<file path="src/hw/rtl/swr_pkg.sv">
package swr_pkg;

	localparam int WORD_W         = 64;
	localparam int LEN_W          = 4;
	localparam int BYTE_W         = 8;
	localparam int WORD_BYTES_DEF = 8;
	localparam int CFG_IDX_W      = 2;

	typedef enum logic [CFG_IDX_W-1:0] {
		CFG_SEARCH_WORD        = 2'd0,
		CFG_SEARCH_LENGTH      = 2'd1,
		CFG_REPLACEMENT_WORD   = 2'd2,
		CFG_REPLACEMENT_LENGTH = 2'd3
	} cfg_index_t;

	typedef struct packed {
		logic sel;
		logic shift;
	} cell_ctrl_t;

endpackage

</file>
<file path="src/hw/rtl/swr_window_cell.sv">
module swr_window_cell
	import swr_pkg::*;
(
	input  logic              clk,
	input  cell_ctrl_t        ctrl,
	input  logic [BYTE_W-1:0] text_in,
	input  logic [BYTE_W-1:0] next_eff,
	input  logic [BYTE_W-1:0] key,
	output logic [BYTE_W-1:0] eff,
	output logic              eq
);

	logic [BYTE_W-1:0] byte_q;

	assign eff = ctrl.sel ? text_in : byte_q;
	assign eq  = (eff == key);

	always_ff @(posedge clk) begin
		if (ctrl.shift) begin
			byte_q <= next_eff;
		end else if (ctrl.sel) begin
			byte_q <= text_in;
		end
	end

endmodule

</file>
<file path="src/hw/rtl/swr_burst_buffer.sv">
module swr_burst_buffer
	import swr_pkg::*;
#(
	parameter int MAX_WORD_BYTES = WORD_BYTES_DEF,
	parameter int CW             = $clog2(MAX_WORD_BYTES + 1)
) (
	input  logic                             clk,
	input  logic                             arst_n,
	input  logic                             load,
	input  logic [BYTE_W*MAX_WORD_BYTES-1:0] load_bytes,
	input  logic [CW-1:0]                    load_cnt,
	input  logic                             load_end,
	input  logic                             take,
	output logic [CW-1:0]                    cnt,
	output logic [BYTE_W-1:0]                head,
	output logic                             last
);

	logic [BYTE_W*MAX_WORD_BYTES-1:0] bytes_q;
	logic [CW-1:0]                    cnt_q;
	logic                             end_q;

	always_ff @(posedge clk or negedge arst_n) begin
		if (!arst_n) begin
			cnt_q <= '0;
			end_q <= 1'b0;
		end else if (load) begin
			cnt_q <= load_cnt;
			end_q <= load_end;
		end else if (take) begin
			cnt_q <= cnt_q - CW'(1);
		end
	end

	always_ff @(posedge clk) begin
		if (load) begin
			bytes_q <= load_bytes;
		end else if (take) begin
			bytes_q <= bytes_q >> BYTE_W;
		end
	end

	assign cnt  = cnt_q;
	assign head = bytes_q[BYTE_W-1:0];
	assign last = end_q && (cnt_q == CW'(1));

endmodule

</file>
<file path="src/hw/rtl/stream_word_replace.sv">
// Channel   | Direction | Handshake                  | Payload
// text      | in        | text_valid / text_stall    | text_byte, text_end
// result    | out       | result_valid / result_stall| result_byte, result_end
// cfg       | in        | cfg_write                  | cfg_index, cfg_data
//
// Each accepted text byte loads its results into a burst buffer that sends one byte per cycle
// while result_stall is low. A byte that yields k results keeps the input stalled until its
// last result leaves; the next byte is taken in the cycle that the buffer's last pending byte
// leaves, so one result per byte runs at one byte per cycle. arst_n clears the window fill,
// the buffer and the registers. While the buffer holds a byte, a stalled result stalls input.
module stream_word_replace
	import swr_pkg::*;
#(
	parameter int MAX_WORD_BYTES = WORD_BYTES_DEF
) (
	input  logic                 clk,
	input  logic                 arst_n,
	input  logic                 cfg_write,
	input  logic [CFG_IDX_W-1:0] cfg_index,
	input  logic [WORD_W-1:0]    cfg_data,
	input  logic                 text_valid,
	output logic                 text_stall,
	input  logic [BYTE_W-1:0]    text_byte,
	input  logic                 text_end,
	output logic                 result_valid,
	input  logic                 result_stall,
	output logic [BYTE_W-1:0]    result_byte,
	output logic                 result_end
);

	localparam int N  = MAX_WORD_BYTES;
	localparam int IW = (N > 1) ? $clog2(N) : 1;
	localparam int CW = $clog2(N + 1);

	logic [WORD_W-1:0]   search_word_q;
	logic [CW-1:0]       search_len_q;
	logic [WORD_W-1:0]   repl_word_q;
	logic [CW-1:0]       repl_len_q;
	logic [IW-1:0]       fill_q;

	logic [LEN_W-1:0]    len_in;
	logic [CW-1:0]       search_len_in;
	logic [CW-1:0]       repl_len_in;

	logic                text_accept;
	logic                out_take;
	logic [CW-1:0]       buf_cnt;
	logic [IW-1:0]       fill_eff;
	logic [CW-1:0]       fill_ext;
	logic                compare;
	logic                hit;
	logic [N-1:0]        eq;
	logic [N-1:0]        in_word;
	logic [BYTE_W-1:0]   eff [N];
	logic [BYTE_W*N-1:0] eff_flat;
	logic [BYTE_W*N-1:0] burst_bytes;
	logic [CW-1:0]       burst_cnt;
	logic                burst_end;

	assign len_in        = cfg_data[LEN_W-1:0];
	assign search_len_in = (len_in == '0) ? CW'(1) :
		(len_in > LEN_W'(N)) ? CW'(N) : CW'(len_in);
	assign repl_len_in   = (len_in > LEN_W'(N)) ? CW'(N) : CW'(len_in);

	always_ff @(posedge clk or negedge arst_n) begin
		if (!arst_n) begin
			search_word_q <= '0;
			search_len_q  <= CW'(1);
			repl_word_q   <= '0;
			repl_len_q    <= '0;
		end else if (cfg_write) begin
			unique case (cfg_index)
				CFG_SEARCH_WORD:        search_word_q <= cfg_data;
				CFG_SEARCH_LENGTH:      search_len_q  <= search_len_in;
				CFG_REPLACEMENT_WORD:   repl_word_q   <= cfg_data;
				CFG_REPLACEMENT_LENGTH: repl_len_q    <= repl_len_in;
				default: ;
			endcase
		end
	end

	assign out_take    = result_valid && !result_stall;
	assign text_stall  = !((buf_cnt == '0) || ((buf_cnt == CW'(1)) && out_take));
	assign text_accept = text_valid && !text_stall;

	assign fill_eff = (CW'(fill_q) >= search_len_q) ? '0 : fill_q;
	assign fill_ext = CW'(fill_eff);
	assign compare  = ((fill_ext + CW'(1)) == search_len_q);

	for (genvar i = 0; i < N; i++) begin : g_cell
		cell_ctrl_t        ctrl;
		logic [BYTE_W-1:0] next_eff;

		assign ctrl.sel   = text_accept && (fill_eff == IW'(i));
		assign ctrl.shift = text_accept && compare && !hit;
		if (i == N - 1) begin : g_tail
			assign next_eff = '0;
		end else begin : g_body
			assign next_eff = eff[i+1];
		end

		swr_window_cell u_cell (
			.clk      (clk),
			.ctrl     (ctrl),
			.text_in  (text_byte),
			.next_eff (next_eff),
			.key      (search_word_q[BYTE_W*i +: BYTE_W]),
			.eff      (eff[i]),
			.eq       (eq[i])
		);

		assign in_word[i]                 = (CW'(i) < search_len_q);
		assign eff_flat[BYTE_W*i +: BYTE_W] = eff[i];
	end

	assign hit = &(eq | ~in_word);

	always_comb begin
		burst_bytes = eff_flat;
		burst_cnt   = '0;
		if (compare && hit) begin
			burst_bytes = repl_word_q[BYTE_W*N-1:0];
			burst_cnt   = repl_len_q;
		end else if (compare) begin
			burst_cnt = text_end ? search_len_q : CW'(1);
		end else if (text_end) begin
			burst_cnt = fill_ext + CW'(1);
		end
	end

	assign burst_end = text_end && (burst_cnt != '0);

	always_ff @(posedge clk or negedge arst_n) begin
		if (!arst_n) begin
			fill_q <= '0;
		end else if (cfg_write && (cfg_index == CFG_SEARCH_LENGTH)) begin
			fill_q <= '0;
		end else if (text_accept) begin
			if (text_end || (compare && hit)) begin
				fill_q <= '0;
			end else if (compare) begin
				fill_q <= IW'(search_len_q - CW'(1));
			end else begin
				fill_q <= IW'(fill_ext + CW'(1));
			end
		end
	end

	swr_burst_buffer #(
		.MAX_WORD_BYTES (N),
		.CW             (CW)
	) u_burst (
		.clk        (clk),
		.arst_n     (arst_n),
		.load       (text_accept),
		.load_bytes (burst_bytes),
		.load_cnt   (burst_cnt),
		.load_end   (burst_end),
		.take       (out_take),
		.cnt        (buf_cnt),
		.head       (result_byte),
		.last       (result_end)
	);

	assign result_valid = (buf_cnt != '0);

endmodule
</file>
<file path="config.mk">
export PLATFORM = sky130hd
export DESIGN_NAME = stream_word_replace
export DESIGN_NICKNAME = d
export VERILOG_FILES = /design/src/hw/rtl/swr_pkg.sv /design/src/hw/rtl/swr_window_cell.sv /design/src/hw/rtl/swr_burst_buffer.sv /design/src/hw/rtl/stream_word_replace.sv
export SDC_FILE = /design/constraint.sdc
export NUM_CORES = 1
export LEC_CHECK = 0
export BUFFER_PORTS_ARGS = -buffer_cell sky130_fd_sc_hd__buf_2
export CAP_MARGIN = 20
export CORE_MARGIN = 2
export CORE_UTILIZATION = 30
export CTS_CLUSTER_DIAMETER = 200
export DETAILED_ROUTE_END_ITERATION = 8
export GPL_TIMING_DRIVEN = 0
export PLACE_DENSITY = 0.41
export SYNTH_ARGS = -nofsm -noshare
export SYNTH_HDL_FRONTEND = slang
export SYNTH_SLANG_ARGS = --single-unit
</file>
<file path="constraint.sdc">
create_clock -name clk -period 9.68 [get_ports clk]
set_input_delay 0.968 -clock clk [delete_from_list [all_inputs] [get_ports clk]]
set_output_delay 0.968 -clock clk [all_outputs]
set_load 0.005 [all_outputs]
</file>
# After elaboration in Yosys (flattened, before gate mapping)
# Cells that the tools add are included.
dict set report op_classes {
  n_eq_ne 20
  n_reduce_logical 35
  mux 31
  add_sub_neg 3
  magnitude_cmp 10
  n_bitwise 2
}
# op count
set op_table {}
lappend op_table {{$mux W64} 3}
lappend op_table {{$mux W8} 15}
lappend op_table {{$eq A8 B8 Y1} 8}
lappend op_table {{$mux W4} 8}
lappend op_table {{$logic_and A1 B1 Y1} 17}
lappend op_table {{$lt A3 B4 Y1 const A} 4}
lappend op_table {{$mux W3} 5}
lappend op_table {{$eq A3 B3 Y1 const B} 4}
lappend op_table {{$logic_not A4 Y1} 2}
lappend op_table {{$lt A1 B4 Y1 const A} 2}
lappend op_table {{$lt A2 B4 Y1 const A} 2}
lappend op_table {{$not A8 Y8} 1}
lappend op_table {{$or A8 B8 Y8} 1}
lappend op_table {{$reduce_and A2 Y1} 4}
lappend op_table {{$reduce_and A8 Y1} 1}
lappend op_table {{$reduce_bool A4 Y1} 2}
lappend op_table {{$eq A3 B2 Y1 const B} 2}
lappend op_table {{$add A3 B1 Y4 const B} 1}
lappend op_table {{$eq A2 B2 Y1 const B} 2}
lappend op_table {{$eq A4 B1 Y1 const B} 1}
lappend op_table {{$eq A4 B4 Y1} 1}
lappend op_table {{$ge A3 B4 Y1} 1}
lappend op_table {{$gt A4 B4 Y1 const B} 1}
lappend op_table {{$reduce_bool A2 Y1} 2}
lappend op_table {{other kinds (8)} 11}
dict set report word_totals {
  regBits 272
  input_bits 80
  output_inout_bits 11
  elab_cells 117
}

# Logic depth before layout (Yosys ltp)
# Gate-level depths: netlist of run 1.
dict set report logic_depth {
  ltp_word 15
  ltp_mapped 21
  ltp_nobuf 16
}

# Cells and area by module
# From an unflattened synthesis of run 1, not the netlist that was laid out.
dict set report hier_totals {
  cells_unflattened 939
  hier_area_um2 13485.4
}
# mod area_per_inst_um2 n_inst cells_per_inst seq_area_each_um2
set by_module_without_submodules {}
lappend by_module_without_submodules {stream_word_replace 6622.6 1 474 3479.6}
lappend by_module_without_submodules {swr_window_cell 479.2 8 37 160.2}
lappend by_module_without_submodules {swr_burst_buffer 3029.2 1 169 2047.0}

# Worst setup path after synthesis of run 1
# No wires, ideal clock.
dict set report synth_path {
  path_type {in2reg}
  start {input port result_stall}
  end {register u_burst.bytes_q[0] (enable)}
  stages 7
  n_path_buf 4
  path_slack_ps 5540
  setup_ps 688
  arrival_ps 3453
  path_cell_list {nor2b_1 > clkbuf_1 > o21ai_2 > clkbuf_1 > buf_1 > buf_1 > nand2_1}
}
dict set report synth_between {
  elab_chain_cells 6
}
# element line
set synth_rtl {}
lappend synth_rtl {{start: declaration} stream_word_replace.sv:26} ;# input logic result_stall,
lappend synth_rtl {{$logic_not A1 Y1 (*)} stream_word_replace.sv:82} ;# assign out_take = result_valid && !result_stall;
lappend synth_rtl {{$logic_and A1 B1 Y1 (*)} stream_word_replace.sv:82}
lappend synth_rtl {{$logic_and A1 B1 Y1} stream_word_replace.sv:83} ;# assign text_stall = !((buf_cnt == '0) || ((buf_cnt == CW'(1)) && out_take));
lappend synth_rtl {{$logic_or A1 B1 Y1} stream_word_replace.sv:83}
lappend synth_rtl {{$logic_and A1 B1 Y1} stream_word_replace.sv:84} ;# assign text_accept = text_valid && !text_stall;
lappend synth_rtl {{$reduce_bool A2 Y1 (no source line) (*)} n/a}
lappend synth_rtl {{end signal: assignment} swr_burst_buffer.sv:37} ;# bytes_q <= load_bytes;
lappend synth_rtl {{end signal: assignment} swr_burst_buffer.sv:39} ;# bytes_q <= bytes_q >> BYTE_W;
lappend synth_rtl {{end: declaration} swr_burst_buffer.sv:19} ;# logic [BYTE_W*MAX_WORD_BYTES-1:0] bytes_q;
# Mark *: on every way between the ends. The rest lies on a longest branch, timed or not.
# A chain may end at the register's enable or synchronous reset.

# Final worst setup path of run 1
dict set report layout_path {
  start {register search_len_q[2]}
  end {register u_burst.bytes_q[37] (data pin)}
}
dict set report layout_between {
  elab_chain_cells 11
}
# element line
set layout_rtl {}
lappend layout_rtl {{start: declaration} stream_word_replace.sv:36} ;# logic [CW-1:0] search_len_q;
lappend layout_rtl {{start signal: assignment} stream_word_replace.sv:74} ;# CFG_SEARCH_LENGTH: search_len_q <= search_len_in;
lappend layout_rtl {{$ge A3 B4 Y1} stream_word_replace.sv:86} ;# assign fill_eff = (CW'(fill_q) >= search_len_q) ? '0 : fill_q;
lappend layout_rtl {{$mux W3} stream_word_replace.sv:86}
lappend layout_rtl {{$eq A3 B1 Y1, or another cell as far along} stream_word_replace.sv:94} ;# assign ctrl.sel = text_accept && (fill_eff == IW'(i));
lappend layout_rtl {{$logic_and A1 B1 Y1} stream_word_replace.sv:94}
lappend layout_rtl {{$mux W8 (on tied branches)} n/a}
lappend layout_rtl {{$eq A8 B8 Y1} swr_window_cell.sv:16} ;# assign eq = (eff == key);
lappend layout_rtl {{$or A8 B8 Y8} stream_word_replace.sv:116} ;# assign hit = &(eq | ~in_word);
lappend layout_rtl {{$reduce_and A8 Y1} stream_word_replace.sv:116}
lappend layout_rtl {{$logic_and A1 B1 Y1} stream_word_replace.sv:121} ;# if (compare && hit) begin
lappend layout_rtl {{$mux W64 (*)} stream_word_replace.sv:121}
lappend layout_rtl {{$mux W64 (*)} swr_burst_buffer.sv:36} ;# if (load) begin
# Marked as above.

==> tab_implementation.tex, run 1 <==
\begin{tabular}{lr}
\hline
Metric & Value \\
\hline
\multicolumn{2}{l}{\textbf{Pwr}} \\
\quad Net switching power figure & 0.00128 W \\
\quad Sequential power share & 42.3\% \\
\quad Overall power & 0.00392 W \\
\quad Worst ir drop on vdd & 0.000124 V \\
\quad Power per cell area & 243 nW/um\^{}2 \\
\quad Combinational fraction of design power & 24.9\% \\
\quad Leakage power summed over all cells & 7.05 nW \\
\quad Pint & 0.00264 W \\
\quad Portion of total power attributed to the clock network & 32.8\% \\
\quad Net switching share of the total power & 32.6\% \\
\multicolumn{2}{l}{\textbf{Routing}} \\
\quad 1st-pass router iterations & 5 \\
\quad Final wirelength & 48,900 um \\
\quad Number of antenna-violating nets in the routed design & 0 \\
\quad Via Count & 10,200 \\
\quad Average wire length per cell after detail routing & 24.6 um \\
\quad Detailed-route DRC error count & 0 \\
\quad Number of DRC markers after the initial detailed-route iteration & 814 \\
\quad Via density per instance & 5.11 \\
\multicolumn{2}{l}{\textbf{Final layout}} \\
\quad Commonest cells after routing, fill and taps aside & 143 x sky130\_fd\_sc\_hd\_\_dfrtp\_1, 130 x sky130\_fd\_sc\_hd\_\_mux2\_2, 107 x sky130\_fd\_sc\_hd\_\_mux2i\_1 \\
\quad Antenna cells & 0 \\
\quad Layout cells sized above 1 & 23.8\% \\
\quad Most common cell after layout, fill and taps aside & sky130\_fd\_sc\_hd\_\_dfrtp\_1 \\
\quad Fillcell total & 4,686 \\
\quad Synth-to-layout area growth & 17.5\% \\
\quad Number of nets at the end of the flow & 1,458 \\
\multicolumn{2}{l}{\textbf{Synthesis}} \\
\quad Area share of the largest cell type after synthesis & 26.0\% \\
\quad Synth Net Count & 1,329 \\
\quad Unique masters post-synth & 78 \\
\quad Number of synthesized flops with an enable pin & 64 \\
\quad Summed instance area of the synthesized netlist & 13,800 sq um \\
\quad Prevailing post-synth register cell & sky130\_fd\_sc\_hd\_\_dfrtp\_1 \\
\quad Number of warning messages in the yosys log & 0 \\
\quad Proportion of synthesized flip-flops having asynchronous set or reset & 52.9\% \\
\quad Number of standard cells after synthesis & 1,238 \\
\quad Ranking of synthesized cells by area & sky130\_fd\_sc\_hd\_\_dfrtp\_1 26\%, sky130\_fd\_sc\_hd\_\_edfxtp\_1 14\%, sky130\_fd\_sc\_hd\_\_mux2\_2 11\% \\
\quad Count of state elements after synthesis & 272 \\
\quad Yosys top cell by area & sky130\_fd\_sc\_hd\_\_dfrtp\_1 \\
\quad Seq/Total Area, Yosys & 49.5\% \\
\quad Mean instance size in the synthesized netlist & 11.1 sq um \\
\multicolumn{2}{l}{\textbf{Critical path}} \\
\quad Most repeated library cell on the critical path & sky130\_fd\_sc\_hd\_\_clkbuf\_1 \\
\quad Slowest cell on crit path & sky130\_fd\_sc\_hd\_\_nor4\_1 \\
\quad Type of the worst setup path & reg2reg \\
\quad Slowest Stage Delay on Critical Path & 790 ps \\
\quad Required arrival time at the worst endpoint & 9960 ps \\
\quad Gate family responsible for the most delay along the worst path & simple AND/OR/NAND/NOR gates \\
\quad Worst setup SP type & flip-flop \\
\quad Number of buffer and inverter instances along the worst setup path & 5 \\
\quad Worst-path fanout max & 10 \\
\quad Crit path capture type & flip-flop \\
\quad Data arrival at the endpoint of the critical path & 6200 ps \\
\quad Ordered list of cells on the worst path & clkbuf\_1 > inv\_1 > ha\_1 > nand2b\_1 > clkbuf\_1 > o31a\_1 > nand2\_1 > inv\_1 > ha\_1 > o211ai\_1 > nor2\_2 > a2111oi\_0 > nor4\_1 > nor4\_4 > o2111ai\_4 > clkbuf\_1 > nor2\_1 > o31ai\_1 \\
\multicolumn{2}{l}{\textbf{Floorplan}} \\
\quad Starting utilization of the core area & 30.4\% \\
\quad Die boundary height & 218 um \\
\quad CORE AREA & 45,300 sq um \\
\quad Total Die Area & 47,600 sq um \\
\quad \# IOs & 91 \\
\quad Die outline width & 218 um \\
\quad Placement row count & 78 \\
\multicolumn{2}{l}{\textbf{CTS}} \\
\quad Maximum level of the CTS H-tree & 2 \\
\quad Number of setup buffers added after CTS & 0 \\
\quad PostCTS Resize Cnt & 0 \\
\quad Clock tree from TritonCTS & yes \\
\quad Clock transition at the register clock pins on the worst setup and hold paths after CTS & 60 ps \\
\quad Maximum count of clock buffers along a single path & 3 \\
\quad Clock sink total & 272 \\
\quad Number of hold buffers added after cts & 0 \\
\quad TritonCTS buffer count & 34 \\
\quad Insertion delay to the later sink of the worst-skew pair & 550 ps \\
\quad CTS Root Buffer Type & sky130\_fd\_sc\_hd\_\_clkbuf\_16 \\
\multicolumn{2}{l}{\textbf{STA}} \\
\quad Tightest hold margin & 352 ps \\
\quad Hold violation total from the final report & 0 \\
\quad Final setup vio count & 0 \\
\quad Final TNS setup & 0 ps \\
\quad Slew at the pin closest to its max-slew limit & 1150 ps \\
\quad Part of the cycle the worst path needs & 61.2\% \\
\quad Unrepaired setup endpoints after global routing & no \\
\quad Setup slack after layout & 3760 ps \\
\quad Number of pins exceeding their max-slew limit in the final report & 0 \\
\quad Post-route minimum period & 5920 ps \\
\quad Worst clock skew & 9.46 ps \\
\quad Slew headroom & 23.3\% \\
\quad Max frequency & 169 MHz \\
\multicolumn{2}{l}{\textbf{Placement}} \\
\quad Port-buffer cells & 89 \\
\quad Routability congestion estimate & 0.848 \\
\quad Final HPWL DP & 35,700 um \\
\quad Worst slack at placement & 3760 ps \\
\multicolumn{2}{l}{\textbf{GRT}} \\
\quad Global-route wire length before repair & 72,000 um \\
\quad Largest net degree at the start of global routing & 77 \\
\quad Global-route usage over all layers & 20.9\% \\
\quad Via count of the first global-routing pass & 10,400 \\
\quad Grt total ovfl & 0 \\
\quad Number of antenna violations at the first check in global routing & 0 \\
\multicolumn{2}{l}{\textbf{Job}} \\
\quad Max-cap violations & 0 \\
\multicolumn{2}{l}{\textbf{Min path}} \\
\quad Worst min-delay path class & in2async \\
\multicolumn{2}{l}{\textbf{Outcome}} \\
\quad Outcome & finished clean \\
\hline
\end{tabular}
[state kept, by name (all words and copies together), names as in the netlist]
name / cells
u_burst.end_q: 1
repl_word_q: 64
fill_q: 3
search_len_q: 4
search_word_q: 64
u_burst.cnt: 4
g_cell.u_cell.byte_q: 64
u_burst.bytes_q: 64
repl_len_q: 4
[power groups by stage]
stage	combinational (W)	sequential (W)	clock [W]
global placement	0.000959	0.00169	0
CTS	0.000985	0.00166	0.00132
detailed placement	0.000979	0.00168	0
finish	0.000975	0.00166	0.00129
floorplan	0.000663	0.00160	0
global route	0.00108	0.00169	0.00137
[routing by layer]
metal  up-vias  wire length, um  track usage [%]
li1       4704                -                -
met1      5143            22800             29.0
met3        70             1960             2.74
met5         -                0                0
met4         0             1310             6.35
met2       275            22800             34.1
[synth_stat cells, types with 6 or more instances]
cell type,n
sky130_fd_sc_hd__and3_1,17
sky130_fd_sc_hd__buf_6,8
sky130_fd_sc_hd__nand3_1,10
sky130_fd_sc_hd__xnor2_1,32
sky130_fd_sc_hd__buf_4,13
sky130_fd_sc_hd__nor4_1,6
sky130_fd_sc_hd__o211ai_1,15
sky130_fd_sc_hd__xor2_1,42
sky130_fd_sc_hd__inv_1,43
sky130_fd_sc_hd__dfrtp_1,143
sky130_fd_sc_hd__dfxtp_1,64
sky130_fd_sc_hd__nand4_1,9
sky130_fd_sc_hd__clkbuf_1,46
sky130_fd_sc_hd__nor3_1,17
sky130_fd_sc_hd__and2_1,34
sky130_fd_sc_hd__buf_2,6
sky130_fd_sc_hd__o31ai_1,35
sky130_fd_sc_hd__a22oi_1,9
sky130_fd_sc_hd__a21oi_1,47
sky130_fd_sc_hd__edfxtp_1,64
sky130_fd_sc_hd__o21ai_0,47
sky130_fd_sc_hd__mux2i_1,107
sky130_fd_sc_hd__ha_1,11
sky130_fd_sc_hd__nand2_1,96
sky130_fd_sc_hd__nor2_1,82
sky130_fd_sc_hd__mux2_2,130
sky130_fd_sc_hd__a211oi_1,7
sky130_fd_sc_hd__and2_0,6
[metrics by stage]
stage               utilization, %  area, sq um  cells
floorplan                        -        13800   1238
global placement              33.0        14900   1927
detailed placement            33.2        15000   1931
CTS                           35.7        16200   1993
global route                  35.7        16200   1993
finish                        35.7        16200   1993
[worst paths after layout]
kind | start | endpoint | slack (ps) | cells past startpoint
setup / recovery | search_len_q[2]$_DFFE_PN0P_ | u_burst.bytes_q[37]$_DFFE_PP_ | 3760 | 18
max in group asynchronous | arst_n | search_word_q[44]$_DFFE_PN0P_ | 8500 | 2
setup reg to reg | search_len_q[2]$_DFFE_PN0P_ | u_burst.bytes_q[37]$_DFFE_PP_ | 3760 | 18
hold reg to reg | repl_word_q[11]$_DFFE_PN0P_ | repl_word_q[11]$_DFFE_PN0P_ | 510 | 1
min in group clk | repl_word_q[11]$_DFFE_PN0P_ | repl_word_q[11]$_DFFE_PN0P_ | 510 | 1
hold / removal | arst_n | repl_word_q[6]$_DFFE_PN0P_ | 350 | 1
[kinds of logic after synthesis]
| kind of cell | count (synthesis) | synth area share (%) |
|---|---|---|
| adders and majority gates | 11 | 1.00 |
| xor gates and xnor gates | 74 | 4.71 |
| DFF | 272 | 49.5 |
| buffers and inverters | 123 | 4.23 |
| and+or+nand+nor | 313 | 11.4 |
| AOI/OAI and AO/OA | 207 | 10.6 |
| muxes | 238 | 18.5 |
[cell type report]
class / instances / area, sq um / area share, %
multi-input cells: 843 / 6370 / 39.4
clock inverters: 19 / 139 / 0.860
inverters: 44 / 168 / 1.04
clock buffers: 43 / 968 / 5.99
flip-flops and latches: 272 / 6810 / 42.1
repair buffers: 93 / 541 / 3.35
well taps: 600 / 751 / 4.65
plain buffers: 79 / 414 / 2.56
No activity file was read; power rests on OpenSTA's default activity.
==> run 2: changes to the inputs <==
ABC_AREA = 1   (was not set)
clock period = 5.6 ns   (was 9.68 ns; I/O delays follow)
==> run 2 against run 1 <==
- global-route usage rose by 1.7 points
- combinational power rose by 140%
- final area fell by 0.60%
- utilization fell by 0.059 points
- fmax rose by 14%
- hold slack got worse by 79 ps
- first-iteration DRC count rose by 13%
- via count rose by 18%
- final cell count rose by 28%
- count of clock-buffer cells in the layout rose by 1
- largest cell class unchanged
- highest routed layer unchanged
==> tab_implementation.tex, run 2 <==
\begin{tabular}{lr}
\hline
Metric & Value \\
\hline
\multicolumn{2}{l}{\textbf{STA}} \\
\quad Unrepaired setup endpoints after global routing & no \\
\quad Final setup vio count & 0 (unchanged) \\
\quad Number of pins exceeding their max-slew limit in the final report & 0 (unchanged) \\
\quad Final TNS setup & 0 ps (unchanged) \\
\quad Setup slack after layout & 402 ps (-3360 ps) \\
\quad Part of the cycle the worst path needs & 92.8\% (+32 points) \\
\quad Post-route minimum period & 5200 ps (-725 ps) \\
\quad Hold violation total from the final report & 0 (unchanged) \\
\quad Max frequency & 192 MHz (+14\%) \\
\quad Tightest hold margin & 273 ps (-78.8 ps) \\
\quad Slew headroom & 23.1\% (-0.16 points) \\
\quad Slew at the pin closest to its max-slew limit & 1150 ps (+2.42 ps) \\
\quad Worst clock skew & 17.1 ps (+7.67 ps) \\
\multicolumn{2}{l}{\textbf{Floorplan}} \\
\quad Placement row count & 78 (unchanged) \\
\quad Starting utilization of the core area & 30.2\% (-0.18 points) \\
\quad CORE AREA & 45,100 sq um (-0.43\%) \\
\quad Die boundary height & 217 um (-0.50\%) \\
\quad \# IOs & 91 (unchanged) \\
\quad Total Die Area & 47,100 sq um (-1.0\%) \\
\quad Die outline width & 217 um (-0.50\%) \\
\multicolumn{2}{l}{\textbf{Pwr}} \\
\quad Sequential power share & 39.8\% (-2.5 points) \\
\quad Combinational fraction of design power & 30.7\% (+5.8 points) \\
\quad Portion of total power attributed to the clock network & 29.5\% (-3.3 points) \\
\quad Net switching power figure & 0.00282 W (+120\%) \\
\quad Pint & 0.00488 W (+85\%) \\
\quad Leakage power summed over all cells & 7.84 nW (+11\%) \\
\quad Worst ir drop on vdd & 0.000197 V (+59\%) \\
\quad Power per cell area & 479 nW/um\^{}2 (+97\%) \\
\quad Net switching share of the total power & 36.6\% (+4.0 points) \\
\multicolumn{2}{l}{\textbf{Placement}} \\
\quad Routability congestion estimate & 0.864 (+1.9\%) \\
\quad Final HPWL DP & 38,700 um (+8.1\%) \\
\quad Area post-placement & 14,900 sq um (-0.90\%) \\
\quad Port-buffer cells & 90 (+1.1\%) \\
\quad Worst slack at placement & 393 ps (-3360 ps) \\
\multicolumn{2}{l}{\textbf{GRT}} \\
\quad Largest net degree at the start of global routing & 76 (-1.3\%) \\
\quad Via count of the first global-routing pass & 12,100 (+17\%) \\
\quad Number of antenna violations at the first check in global routing & 1 (+1) \\
\quad Grt total ovfl & 0 (unchanged) \\
\quad Global-route wire length before repair & 78,100 um (+8.5\%) \\
\quad Layer with the highest usage & met2 \\
\quad Global-route usage over all layers & 22.6\% (+1.7 points) \\
\quad Met2 track demand over resource in global routing & 37.9\% (+3.8 points) \\
\quad Global routing usage on met1 & 30.0\% (+1.0 points) \\
\quad Global-route met3 utilization & 2.92\% (+0.18 points) \\
\multicolumn{2}{l}{\textbf{Synthesis}} \\
\quad Summed instance area of the synthesized netlist & 13,600 sq um (-1.0\%) \\
\quad Number of synthesized flops with an enable pin & 64 (unchanged) \\
\quad Unique masters post-synth & 41 (-47\%) \\
\quad Proportion of synthesized flip-flops having asynchronous set or reset & 52.9\% (unchanged) \\
\quad Ranking of synthesized cells by area & sky130\_fd\_sc\_hd\_\_dfrtp\_1 26\%, sky130\_fd\_sc\_hd\_\_nand2\_1 18\%, sky130\_fd\_sc\_hd\_\_edfxtp\_1 14\% \\
\quad Number of warning messages in the yosys log & 0 (unchanged) \\
\quad Count leader, synth & sky130\_fd\_sc\_hd\_\_nand2\_1 \\
\quad Number of standard cells after synthesis & 1,802 (+46\%) \\
\quad Mean instance size in the synthesized netlist & 7.55 sq um (-32\%) \\
\quad Count of state elements after synthesis & 272 (unchanged) \\
\quad Area share of the largest cell type after synthesis & 26.3\% (+0.27 points) \\
\quad Synth Net Count & 1,893 (+42\%) \\
\quad Prevailing post-synth register cell & sky130\_fd\_sc\_hd\_\_dfrtp\_1 \\
\quad Yosys top cell by area & sky130\_fd\_sc\_hd\_\_dfrtp\_1 \\
\quad Commonest cells in the netlist & 665 x sky130\_fd\_sc\_hd\_\_nand2\_1, 220 x sky130\_fd\_sc\_hd\_\_inv\_1, 202 x sky130\_fd\_sc\_hd\_\_o21ai\_0, 143 x sky130\_fd\_sc\_hd\_\_dfrtp\_1, 87 x sky130\_fd\_sc\_hd\_\_o21ai\_1 \\
\quad Seq/Total Area, Yosys & 50.0\% (+0.51 points) \\
\multicolumn{2}{l}{\textbf{Critical path}} \\
\quad Required arrival time at the worst endpoint & 5890 ps (-4070 ps) \\
\quad Crit path capture type & flip-flop \\
\quad Worst setup SP type & flip-flop \\
\quad Slowest Stage Delay on Critical Path & 450 ps (-340 ps) \\
\quad Type of the worst setup path & reg2reg \\
\quad Worst-path fanout max & 10 (unchanged) \\
\quad Slowest cell on crit path & sky130\_fd\_sc\_hd\_\_dfrtp\_1 \\
\quad Data arrival at the endpoint of the critical path & 5490 ps (-710 ps) \\
\quad Most repeated library cell on the critical path & sky130\_fd\_sc\_hd\_\_nand2\_1 \\
\multicolumn{2}{l}{\textbf{Routing}} \\
\quad Final wirelength & 52,000 um (+6.2\%) \\
\quad Via Count & 12,100 (+18\%) \\
\quad Average wire length per cell after detail routing & 20.3 um (-17\%) \\
\quad Number of antenna-violating nets in the routed design & 0 (unchanged) \\
\quad Via density per instance & 4.72 (-7.8\%) \\
\quad Detailed-route DRC error count & 0 (unchanged) \\
\quad 1st-pass router iterations & 5 (unchanged) \\
\quad Number of DRC markers after the initial detailed-route iteration & 921 (+13\%) \\
\multicolumn{2}{l}{\textbf{Final layout}} \\
\quad Most common cell after layout, fill and taps aside & sky130\_fd\_sc\_hd\_\_nand2\_1 \\
\quad Fillcell total & 4,895 (+4.5\%) \\
\quad Finished layout cell area & 16,100 sq um (-0.60\%) \\
\quad Antenna cells & 0 (unchanged) \\
\quad Synth-to-layout area growth & 18.0\% \\
\quad Layout cells sized above 1 & 11.6\% (-12 points) \\
\quad Number of nets at the end of the flow & 2,024 (+39\%) \\
\quad Commonest cells after routing, fill and taps aside & 664 x sky130\_fd\_sc\_hd\_\_nand2\_1, 220 x sky130\_fd\_sc\_hd\_\_inv\_1, 202 x sky130\_fd\_sc\_hd\_\_o21ai\_0 \\
\multicolumn{2}{l}{\textbf{CTS}} \\
\quad PostCTS Resize Cnt & 0 (unchanged) \\
\quad Number of setup buffers added after CTS & 0 (unchanged) \\
\quad Clock sink total & 272 (unchanged) \\
\quad Clock tree from TritonCTS & yes \\
\quad Insertion delay to the later sink of the worst-skew pair & 550 ps (about the same) \\
\quad TritonCTS buffer count & 34 (unchanged) \\
\quad CTS Root Buffer Type & sky130\_fd\_sc\_hd\_\_clkbuf\_16 \\
\quad Maximum count of clock buffers along a single path & 3 (unchanged) \\
\quad Maximum level of the CTS H-tree & 2 (unchanged) \\
\quad Clock transition at the register clock pins on the worst setup and hold paths after CTS & 60 ps (about the same) \\
\multicolumn{2}{l}{\textbf{Outcome}} \\
\quad Outcome & finished clean \\
\multicolumn{2}{l}{\textbf{Job}} \\
\quad Max-cap violations & 0 (unchanged) \\
\multicolumn{2}{l}{\textbf{Min path}} \\
\quad Worst min-delay path class & in2reg \\
\hline
\end{tabular}
-- run 2: final cells by class --
class	count	area [sq um]	area share [%]
flip-flops and latches	272	6810	42.4
multi-input cells	1214	5520	34.4
clock inverters	18	143	0.888
plain buffers	87	432	2.69
well taps	600	751	4.67
inverters	229	860	5.35
clock buffers	44	993	6.19
repair buffers	95	556	3.46
-- run 2: worst max-delay path, delay by kind of cell, from the launching register on --
family | cells | cell delay, ps
simple gates | 19 | 2380
buf+inv | 5 | 1210
flops | 1 | 450
fa+ha+maj | 2 | 530
compound gates | 1 | 360
-- run 2: what timing repair did --
item	4_1_cts	5_1_grt
hold buffers	1	0
setup endpoints to repair	0	0
endpoints found under the hold margin	24	0
-- run 2: cell families (layout without fill, tap and decap cells) --
group	after synthesis	in the layout	synth area share, %
AND/OR/NAND/NOR	821	821	24.5
AO/OA/AOI/OAI	373	373	14.4
buffers and inverters	316	473	9.49
flip-flops	272	272	50.0
adder cells (fa/ha/maj)	11	11	1.01
XOR/XNOR	9	9	0.579
-- run 2: per-layer routing --
metal	wire, um	part of all wire, %
met1	23600	45
met2	24300	47
met3	2270	4.4
met4	1760	3.4
met5	0	0
-- run 2: worst paths after layout --
kind                                                   from                             to  slack, ps  cells after the start
min in group asynchronous                            arst_n    repl_word_q[22]$_DFFE_PN0P_        550                      2
worst max-delay path            search_len_q[2]$_DFFE_PN0P_   u_burst.bytes_q[1]$_DFFE_PP_        400                     27
worst min-delay path                           cfg_data[56]  search_word_q[56]$_DFFE_PN0P_        270                      3
worst max register to register  search_len_q[2]$_DFFE_PN0P_   u_burst.bytes_q[1]$_DFFE_PP_        400                     27
worst min register to register    repl_len_q[1]$_DFFE_PN0P_      repl_len_q[1]$_DFFE_PN0P_        470                      2
max in group asynchronous                            arst_n    repl_word_q[50]$_DFFE_PN0P_       4260                      3
-- run 2: power by group through the flow --
stage,logic (W),registers [W],clock network [W]
final,0.00236,0.00307,0.00227
after floorplan,0.00160,0.00298,0
after CTS,0.00238,0.00307,0.00233
after detailed placement,0.00237,0.00311,0
after global placement,0.00232,0.00313,0
after global routing,0.00272,0.00313,0.00239
-- run 2: stage by stage --
step | instances | util (%) | total power (W)
global placement | 2492 | 32.9 | 0.00545
detailed placement | 2496 | 33.1 | 0.00548
global route | 2559 | 35.6 | 0.00824
CTS | 2559 | 35.6 | 0.00778
finish | 2559 | 35.6 | 0.00770
floorplan | 1802 | - | 0.00458
==> run 3: changes to the inputs <==
ABC_AREA = not set   (was 1)
REMOVE_ABC_BUFFERS = 1   (was not set)
==> run 3 against run 2 <==
- worst setup slack worse by 94 ps
- utilization rose by 0.26 points
- fmax fell by 1.8%
- global-route usage decreased by 4.8 points
- sequential share of layout area fell by 0.49 points
- final cell count decreased by 24%
- sequential power is 7.8% lower
- combinational power down 32%
- final area increased by 1.2%
- clock power is 4% lower
- routed wire length is 20% lower
- critical endpoint is now g_cell[0].u_cell.byte_q[5]$_DFF_P_
- largest cell class unchanged
==> tab_implementation.tex, run 3 (same netlist as run 1, synthesis figures left out) <==
\begin{tabular}{lr}
\hline
Metric & Value \\
\hline
\multicolumn{2}{l}{\textbf{CTS}} \\
\quad TritonCTS buffer count & 34 (unchanged) \\
\quad Clock transition at the register clock pins on the worst setup and hold paths after CTS & 60 ps (about the same) \\
\quad Maximum level of the CTS H-tree & 2 (unchanged) \\
\quad Maximum count of clock buffers along a single path & 3 (unchanged) \\
\quad Clock tree from TritonCTS & yes \\
\quad Clock sink total & 272 (unchanged) \\
\quad CTS Root Buffer Type & sky130\_fd\_sc\_hd\_\_clkbuf\_16 \\
\quad Insertion delay to the later sink of the worst-skew pair & 540 ps (about the same) \\
\multicolumn{2}{l}{\textbf{STA}} \\
\quad Slew headroom & 27.8\% (+4.7 points) \\
\quad Slew at the pin closest to its max-slew limit & 1080 ps (-74.1 ps) \\
\quad Setup slack after layout & 308 ps (-93.6 ps) \\
\quad Part of the cycle the worst path needs & 94.5\% (+1.7 points) \\
\quad Hold violation total from the final report & 0 (unchanged) \\
\quad Post-route minimum period & 5290 ps (+93.6 ps) \\
\quad Worst clock skew & 11.3 ps (-5.80 ps) \\
\quad Number of pins exceeding their max-slew limit in the final report & 0 (unchanged) \\
\quad Final setup vio count & 0 (unchanged) \\
\quad Max frequency & 189 MHz (-1.8\%) \\
\quad Unrepaired setup endpoints after global routing & no \\
\multicolumn{2}{l}{\textbf{Floorplan}} \\
\quad Die boundary height & 218 um (+0.50\%) \\
\quad Die outline width & 218 um (+0.50\%) \\
\quad \# IOs & 91 (unchanged) \\
\quad Total Die Area & 47,600 sq um (+1.0\%) \\
\quad Placement row count & 78 (unchanged) \\
\quad CORE AREA & 45,300 sq um (+0.43\%) \\
\quad Starting utilization of the core area & 30.4\% (+0.18 points) \\
\multicolumn{2}{l}{\textbf{Final layout}} \\
\quad Layout cells sized above 1 & 25.3\% (+14 points) \\
\quad Number of nets at the end of the flow & 1,408 (-30\%) \\
\quad Antenna cells & 0 (unchanged) \\
\quad Cell Count, Final, Fillers Out & 1,943 (-24\%) \\
\quad Most common cell after layout, fill and taps aside & sky130\_fd\_sc\_hd\_\_dfrtp\_1 \\
\quad Fillcell total & 4,607 (-5.9\%) \\
\quad Synth-to-layout area growth & 18.2\% \\
\quad Commonest cells after routing, fill and taps aside & 143 x sky130\_fd\_sc\_hd\_\_dfrtp\_1, 130 x sky130\_fd\_sc\_hd\_\_mux2\_2, 105 x sky130\_fd\_sc\_hd\_\_mux2i\_1 \\
\multicolumn{2}{l}{\textbf{Routing}} \\
\quad Via density per instance & 4.97 (+5.4\%) \\
\quad Via Count & 9,661 (-20\%) \\
\quad 1st-pass router iterations & 8 (+3) \\
\quad Average wire length per cell after detail routing & 21.5 um (+6.0\%) \\
\quad Detailed-route DRC error count & 0 (unchanged) \\
\quad Number of antenna-violating nets in the routed design & 0 (unchanged) \\
\quad Final wirelength & 41,800 um (-20\%) \\
\quad Number of DRC markers after the initial detailed-route iteration & 479 (-48\%) \\
\multicolumn{2}{l}{\textbf{Pwr}} \\
\quad Overall power & 0.00660 W (-14\%) \\
\quad Power per cell area & 406 nW/um\^{}2 (-15\%) \\
\quad Worst ir drop on vdd & 0.000196 V (-0.71\%) \\
\quad Leakage power summed over all cells & 7.11 nW (-9.4\%) \\
\multicolumn{2}{l}{\textbf{Critical path}} \\
\quad Worst setup SP type & flip-flop \\
\quad Crit path capture type & flip-flop \\
\quad Type of the worst setup path & reg2reg \\
\quad Worst-path fanout max & 40 (+30) \\
\quad Required arrival time at the worst endpoint & 6020 ps (+130 ps) \\
\quad Data arrival at the endpoint of the critical path & 5710 ps (+220 ps) \\
\multicolumn{2}{l}{\textbf{Min path}} \\
\quad Worst min-delay path class & in2reg \\
\multicolumn{2}{l}{\textbf{GRT}} \\
\quad Global-route wire length before repair & 63,600 um (-19\%) \\
\quad Number of antenna violations at the first check in global routing & 0 (-1) \\
\quad Global-route usage over all layers & 17.9\% (-4.8 points) \\
\quad Via count of the first global-routing pass & 9,887 (-19\%) \\
\quad Largest net degree at the start of global routing & 83 (+9.2\%) \\
\quad Grt total ovfl & 0 (unchanged) \\
\multicolumn{2}{l}{\textbf{Placement}} \\
\quad Routability congestion estimate & 0.763 (-12\%) \\
\quad Final HPWL DP & 29,800 um (-23\%) \\
\quad Port-buffer cells & 90 (unchanged) \\
\quad Cells after DPL & 1,875 (-25\%) \\
\quad Worst slack at placement & -281 ps (-674 ps) \\
\multicolumn{2}{l}{\textbf{Job}} \\
\quad Max-cap violations & 0 (unchanged) \\
\multicolumn{2}{l}{\textbf{Outcome}} \\
\quad Outcome & finished clean \\
\hline
\end{tabular}
==> run 3: cell count changes in the layout (fill, tap and decap cells not counted), moves of 47 or more <==
cell,before,now
sky130_fd_sc_hd__nand2_1,664,94
sky130_fd_sc_hd__o21ai_1,87,0
sky130_fd_sc_hd__mux2_2,0,130
sky130_fd_sc_hd__mux2i_1,0,105
sky130_fd_sc_hd__inv_1,220,43
sky130_fd_sc_hd__o21ai_0,202,47
sky130_fd_sc_hd__nand3_1,56,9
==> run 3: worst paths after layout <==
kind	startpoint	to	slack [ps]	cells past startpoint
worst max-delay path	search_len_q[2]$_DFFE_PN0P_	g_cell[0].u_cell.byte_q[5]$_DFF_P_	310	14
worst min-delay path	cfg_data[30]	search_word_q[30]$_DFFE_PN0P_	250	3
worst max register to register	search_len_q[2]$_DFFE_PN0P_	g_cell[0].u_cell.byte_q[5]$_DFF_P_	310	14
worst min register to register	repl_word_q[11]$_DFFE_PN0P_	repl_word_q[11]$_DFFE_PN0P_	500	1
max in group asynchronous	arst_n	search_word_q[53]$_DFFE_PN0P_	4180	3
min in group asynchronous	arst_n	repl_word_q[4]$_DFFE_PN0P_	560	2
==> run 3: repair_timing <==
item | 4_1_cts | 5_1_grt
hold endpoints to repair | 37 | 0
pin swaps | 1 | 0
setup endpoints to repair | 41 | 10
setup buffers | 3 | 2
gates resized for setup | 4 | 4
hold buffers | 1 | 0
==> run 3: per-stage QoR <==
step | hold slack (ps) | TNS [ps] | instance area, sq um | utilization (%)
floorplan | 264 | -281980 | 13300 | -
global placement | 487 | -1504640 | 14500 | 32.1
detailed placement | 484 | -4450 | 15100 | 33.3
CTS | 215 | 0 | 16200 | 35.8
global route | 235 | 0 | 16200 | 35.9
finish | 246 | 0 | 16200 | 35.9
==> run 3: cell type report <==
| class | count | area [sq um] | share of cell area [%] |
|---|---|---|---|
| flip-flops and latches | 272 | 6810 | 41.9 |
| multi-input cells | 843 | 6420 | 39.5 |
| repair buffers | 122 | 1010 | 6.21 |
| clock buffers | 48 | 997 | 6.14 |
| well taps | 600 | 751 | 4.62 |
| inverters | 44 | 168 | 1.03 |
| clock inverters | 14 | 92.6 | 0.570 |
==> run 3: worst max-delay path, cell delays in order, from the launching register on <==
cell                       delay (ps)
sky130_fd_sc_hd__dfrtp_1          590
sky130_fd_sc_hd__inv_1             80
sky130_fd_sc_hd__ha_1             200
sky130_fd_sc_hd__nand2b_1         300
sky130_fd_sc_hd__o311a_2          420
sky130_fd_sc_hd__inv_4            160
sky130_fd_sc_hd__nor3_4           560
sky130_fd_sc_hd__mux2i_2          450
sky130_fd_sc_hd__xnor2_1          160
sky130_fd_sc_hd__nor4_1           620
sky130_fd_sc_hd__and4_4           360
sky130_fd_sc_hd__o211ai_4         220
sky130_fd_sc_hd__nand2_8          280
sky130_fd_sc_hd__buf_16           290
sky130_fd_sc_hd__mux2_2           370
==> run 3: routing by layer <==
metal | vias up | GRT usage [%] | routed length [um]
met2 | 204 | 30.1 | 20000
met5 | - | 0 | 0
li1 | 4597 | - | -
met1 | 4809 | 24.0 | 19500
met3 | 51 | 2.95 | 1500
met4 | 0 | 4.10 | 862
==> run 3: power breakdown <==
group / total (W) / leakage [nW] / internal, W / switching (W)
Clock: 0.00217 / 0.547 / 0.00129 / 0.000881
Sequential: 0.00283 / 2.88 / 0.00255 / 0.000278
Combinational: 0.00160 / 3.68 / 0.000689 / 0.000913
